==> config.mk <==
export PLATFORM = sky130hd
export DESIGN_NAME = frth_ctrl
export DESIGN_NICKNAME = d
export VERILOG_FILES = /design/src/hw/rtl/frth_pkg.sv /design/src/hw/rtl/frth_ctrl.sv
export SDC_FILE = /design/constraint.sdc
export NUM_CORES = 1
export LEC_CHECK = 0
export ABC_AREA = 1
export BUFFER_PORTS_ARGS = -buffer_cell sky130_fd_sc_hd__buf_2
export CAP_MARGIN = 20
export CORE_ASPECT_RATIO = 0.8
export CORE_MARGIN = 1.5
export CORE_UTILIZATION = 31
export CTS_CLUSTER_DIAMETER = 100
export CTS_CLUSTER_SIZE = 25
export DETAILED_ROUTE_END_ITERATION = 7
export GPL_TIMING_DRIVEN = 0
export SLEW_MARGIN = 20
export SYNTH_ARGS = -nofsm -noshare
export SYNTH_HDL_FRONTEND = slang
export SYNTH_SLANG_ARGS = --single-unit
==> constraint.sdc <==
create_clock -name clk -period 3.8 [get_ports clk]
set_input_delay 1.14 -clock clk [delete_from_list [all_inputs] [get_ports clk]]
set_output_delay 1.14 -clock clk [all_outputs]
set_load 0.02 [all_outputs]
==> src/hw/rtl/frth_pkg.sv <==
// ----------------------------------------------------------------------------
// frth_pkg: shared definitions for the filtered reaction tally histogram
// command codes, register indexes, stream widths and controller interface types
// ----------------------------------------------------------------------------
`default_nettype none

package frth_pkg;

    // default sizing
    localparam int FRTH_CELL_COUNT     = 1024;
    localparam int FRTH_MAX_COLUMNS    = 16;
    localparam int FRTH_SPECIES_COUNT  = 256;
    localparam int FRTH_REACTION_COUNT = 256;

    // stream and config widths
    localparam int IN_TDATA_W  = 80;
    localparam int OUT_TDATA_W = 40;
    localparam int CFG_IDX_W   = 2;
    localparam int CFG_DATA_W  = 32;
    localparam int MAP_COL_W   = 4;

    // request commands
    localparam logic [2:0] CMD_TALLY  = 3'd0;
    localparam logic [2:0] CMD_CLEAR  = 3'd1;
    localparam logic [2:0] CMD_READ   = 3'd2;
    localparam logic [2:0] CMD_MEMBER = 3'd3;
    localparam logic [2:0] CMD_MAP    = 3'd4;

    // tally modes
    localparam logic [1:0] MODE_ALL    = 2'd0;
    localparam logic [1:0] MODE_EVERY  = 2'd1;
    localparam logic [1:0] MODE_SELECT = 2'd2;

    // register indexes
    localparam logic [CFG_IDX_W-1:0] REG_TALLY_MODE   = 2'd0;
    localparam logic [CFG_IDX_W-1:0] REG_GROUP_SELECT = 2'd1;
    localparam logic [CFG_IDX_W-1:0] REG_COLUMN_COUNT = 2'd2;

    // controller to datapath
    typedef struct packed {
        logic load_item;
        logic sp_sel_second;
        logic capture_m1;
        logic cnt_sel_read;
        logic cnt_update;
        logic capture_read;
        logic sp_wr;
        logic map_wr;
        logic clr_step;
        logic out_load;
    } frth_cmd_t;

    // datapath to controller
    typedef struct packed {
        logic [2:0] cmd;
        logic       tally_hit;
        logic       clr_last;
        logic       out_free;
    } frth_status_t;

endpackage

`default_nettype wire

==> src/hw/rtl/frth_ctrl.sv <==
// ----------------------------------------------------------------------------
// frth_ctrl: request sequencer
// steps each request through table lookups, counter update and result hand-off
// ----------------------------------------------------------------------------
`default_nettype none

module frth_ctrl import frth_pkg::*; (
    input  wire logic         clk,
    input  wire logic         rst_n,
    input  wire logic         in_valid,
    output logic              in_ready,
    input  wire frth_status_t sts,
    output frth_cmd_t         ctl
);

    typedef enum logic [8:0] {
        ST_INIT   = 9'b000000001,
        ST_IDLE   = 9'b000000010,
        ST_FETCH  = 9'b000000100,
        ST_FETCH2 = 9'b000001000,
        ST_DECIDE = 9'b000010000,
        ST_UPDATE = 9'b000100000,
        ST_READ   = 9'b001000000,
        ST_CLEAR  = 9'b010000000,
        ST_RESULT = 9'b100000000
    } frth_state_t;

    frth_state_t state_reg;
    frth_state_t state_next;

    always_ff @(posedge clk or negedge rst_n)
    begin
        if (!rst_n)
        begin
            state_reg <= ST_INIT;
        end
        else
        begin
            state_reg <= state_next;
        end
    end

    assign in_ready = (state_reg == ST_IDLE);

    always_comb
    begin
        state_next = state_reg;
        ctl        = '0;
        case (state_reg)
            ST_INIT:
            begin
                ctl.clr_step = 1'b1;
                if (sts.clr_last)
                begin
                    state_next = ST_IDLE;
                end
            end
            ST_IDLE:
            begin
                if (in_valid)
                begin
                    ctl.load_item = 1'b1;
                    state_next    = ST_FETCH;
                end
            end
            ST_FETCH:
            begin
                case (sts.cmd)
                    CMD_TALLY:  state_next = ST_FETCH2;
                    CMD_CLEAR:  state_next = ST_CLEAR;
                    CMD_READ:
                    begin
                        ctl.cnt_sel_read = 1'b1;
                        state_next       = ST_READ;
                    end
                    CMD_MEMBER:
                    begin
                        ctl.sp_wr  = 1'b1;
                        state_next = ST_RESULT;
                    end
                    CMD_MAP:
                    begin
                        ctl.map_wr = 1'b1;
                        state_next = ST_RESULT;
                    end
                    default:    state_next = ST_RESULT;
                endcase
            end
            ST_FETCH2:
            begin
                // first species lookup lands, second one goes out
                ctl.capture_m1    = 1'b1;
                ctl.sp_sel_second = 1'b1;
                state_next        = ST_DECIDE;
            end
            ST_DECIDE:
            begin
                ctl.sp_sel_second = 1'b1;
                state_next = sts.tally_hit ? ST_UPDATE : ST_RESULT;
            end
            ST_UPDATE:
            begin
                ctl.cnt_update = 1'b1;
                state_next     = ST_RESULT;
            end
            ST_READ:
            begin
                ctl.capture_read = 1'b1;
                state_next       = ST_RESULT;
            end
            ST_CLEAR:
            begin
                ctl.clr_step = 1'b1;
                if (sts.clr_last)
                begin
                    state_next = ST_RESULT;
                end
            end
            ST_RESULT:
            begin
                if (sts.out_free)
                begin
                    ctl.out_load = 1'b1;
                    state_next   = ST_IDLE;
                end
            end
            default:    state_next = ST_IDLE;
        endcase
    end

endmodule

`default_nettype wire

Yosys cells after proc, flatten, opt, wreduce, memory -nomap -nowiden --
Cells that the tools add are included.
Word-level totals: RAM bits 0, memories kept 0, latch bits 0, output and inout port bits 11, logic and storage cells 44, input port bits 9, bits in read-only memories 0, register bits after elaboration 9
Cells by class: order comparisons 0, add/subtract/negate cells 0, equality and inequality tests 17, $mul 0, reduce and logical (&&, ||, !) cells 5, shift operators 0, bitwise operators 0, mux-type cells 21, divide/modulo/power cells 0
Operator list (number):
- $pmux 9 s8 | 1
- $mux 9 | 5
- $pmux 9 s3 | 1
- $mux 1 | 13
- $eq 9x1->1 const B | 1
- $eq 9x2->1 const B | 1
- $eq 9x3->1 const B | 1
- $eq 9x4->1 const B | 1
- $eq 9x5->1 const B | 1
- $eq 9x6->1 const B | 1
- $eq 9x7->1 const B | 1
- $eq 9x8->1 const B | 1
- $eq 9x9->1 const B | 1
- $ne 2x2->1 const B | 4
- $eq 3x2->1 const B | 2
- $reduce_or 2->1 | 3
- $reduce_and 4->1 | 1
- $eq 3x1->1 const B | 1
- $eq 3x3->1 const B | 1
- $logic_not 3->1 | 1
- $mux 2 | 1

Depth between registers and ports, before layout --
depth after elaboration 3, gate-level depth with buffers 10, depth with buffers taken out 10

Least setup slack after synthesis --
OpenSTA, ideal clock, no wires.
path kind in2out, start input sts[3] in the netlist's numbering, end output ctl[2] in the netlist's numbering, stages 2, data required time 2.660 ns, path slack 0.729 ns, path buffers 0, data arrival time 1.931 ns, cell sequence or2_2 nor3_1
RTL lines:
- from (decl) | line frth_ctrl.sv:12 | input wire frth_status_t sts,
- to (decl) | line frth_ctrl.sv:13 | output frth_cmd_t ctl

==> run metrics <==
outcome finished with violations; failing checks DRC; Hold Crit Class reg2reg; Nets 142; hold_ws 0.522 ns; RSZ-0062 raised after global routing false; clk sinks 9; Final TNS setup 0 ns; max-cap violation count 0; Die Y 46.9 µm; All-Layer GR Usage 13.1%; antenna viol nets, final 0; Setup Viol. Count Final 0; area delta synth->final 20.4%; Hold Path Depth 1; wire length per cell 10.2 µm; postcts setup bufs 0; CTS H-tree lvls 1; R2R cell count 8; number of global-route vias before repair 594; largest net degree at the start of global routing 10; WP data required 2.66 ns; share of cells above drive strength 1 34.1%; GP Congestion 0.760; detailed-route via count 714; commonest register cell after synthesis dfrtp_1; Clock Pin Slew Worst Setup and Hold Paths 0.06 ns; maximum vdd drop 0.279 mV; Detail Placement HPWL 1.36 mm; full die area 0.00271 mm²; Setup crit end kind primary output; PD cells 531 mW/mm²; post-CTS resize count 0; Synth top cells by count nand2_1 (22), nor2_1 (18), inv_1 (14); top-area cell type share of the netlist area 26.8%; Critical Path Fanout Max 5; synthesized netlist cell count 109; fin crit period 3.06 ns; grt total ovfl 0; number of flops mapped to enable cells by yosys 0; Initial Util 33.7%; final WL 1.60 mm; fin crit share 80.6%; post-DR vias/cell 4.55; post-synthesis instance area 747 µm²; placed cells 153; DR pass1 iterations 6; CTS Buffer Depth 2; Initial DRC Count 46; first-pass GRT wire length 2.57 mm; number of port buffers 19; max FFs per register 9; Mean Syn Cell Area 6.85 µm²; Post-Synthesis Net Count 118; Filler cells 254; fmax 0.327 GHz; Layout Skew 0.00138 ns; Fin. Hold Viols 0; largest area contributor in the netlist dfrtp_1; Yosys cell types 20; CTS tree built; max_slew headroom 85.2%; Least-Margin Pin Slew 0.221 ns; clock root cell clkbuf_4; Num CTS Buffers 3; # DRC 2; fin util 40.6%; post-synthesis register bit count 9; YS warnings 0; most common cell in the netlist nand2_1; num rows 15; kind of critical path in2out; core area 0.00221 mm²; io pins 20; Async SR Flop Fraction 100%; Antenna Diode Count 0; Post-CTS Hold Buffers 0; Arrival @ worst endpoint 1.92 ns; Final Max Slew Viols 0; Synth area leaders dfrtp_1 (27%), nand2_1 (11%), nor2_4 (11%); non-filler cells, final 157; sequential-to-total area share from yosys stat 30.3%; Static Leak 0.519 nW; Horiz. Die Dim 57.9 µm; Worst-Skew Late Latency 0.26 ns; critical path launch point type primary input; initial antenna violation count 0
-- layout make-up --
class                           instances  area (µm²)  area share, %
Inverter                               20        76.3           8.48
Multi-Input combinational cell         80         444           49.4
Sequential cell                         9         226           25.2
Clock buffer                            4        26.3           2.92
Timing Repair Buffer                   19        95.1           10.6
Tap cell                               25        31.3           3.48
-- per-stage QoR --
step | setup slack (ns) | instance area, µm² | power [mW]
global placement | 0.756 | 873 | 0.402
floorplan | 0.729 | 747 | 0.346
CTS | 0.726 | 900 | 0.483
detailed placement | 0.733 | 873 | 0.407
finish | 0.737 | 900 | 0.478
global route | 0.677 | 900 | 0.525
-- final timing paths --
| path | from | slack, ns | end |
|---|---|---|---|
| worst max-delay path | sts[3] | 0.74 | ctl[2] |
| worst min-delay path | state_reg[0] | 0.52 | state_reg[0] |
| worst max register to register | state_reg[7] | 2.45 | state_reg[1] |
| worst min register to register | state_reg[0] | 0.52 | state_reg[0] |
| max in group asynchronous | rst_n | 2.83 | state_reg[0] |
| min in group asynchronous | rst_n | 0.72 | state_reg[8] |
-- where the power goes --
| group | internal, mW | switching [mW] | total (mW) |
|---|---|---|---|
| registers | 0.111 | 0.0152 | 0.126 |
| clock network | 0.0405 | 0.0332 | 0.0737 |
| logic | 0.0927 | 0.185 | 0.278 |
-- placed cells by master, fill, tap and decap left out --
cell type	synthesis	layout
a21boi_1	1	1
a21o_1	2	2
a21oi_1	1	1
buf_2	0	19
clkbuf_1	0	1
clkbuf_4	0	3
clkinv_2	1	1
dfrtp_1	8	8
dfstp_2	1	1
inv_1	14	14
inv_2	5	5
nand2_1	22	22
nand2_2	4	4
nand2_4	1	1
nand3_1	12	12
nand3_4	2	2
nand3b_1	1	1
nor2_1	18	18
nor2_2	1	1
nor2_4	7	7
nor3_1	6	6
nor4_1	1	1
or2_2	1	1
-- cells by family after synthesis --
kind of cell	after synthesis	synth area share [%]
flops	9	30.3
simple gates	76	55.8
buf+inv	20	10.2
compound gates	4	3.68
-- critical path: stages --
cell and delay [ns]:
buf_2 0.12, or2_2 0.31, nor3_1 0.17, buf_2 0.19
-- routing by layer --
metal  GRT usage (%)  up-vias  part of all wire, %
li1                -      382                    -
met1            19.9      304                   52
met2            17.0       26                   39
met3            4.13        2                  8.0
met4            4.65        0                  1.0
met5               0        -                    0
No activity file was read; power rests on OpenSTA's default activity.
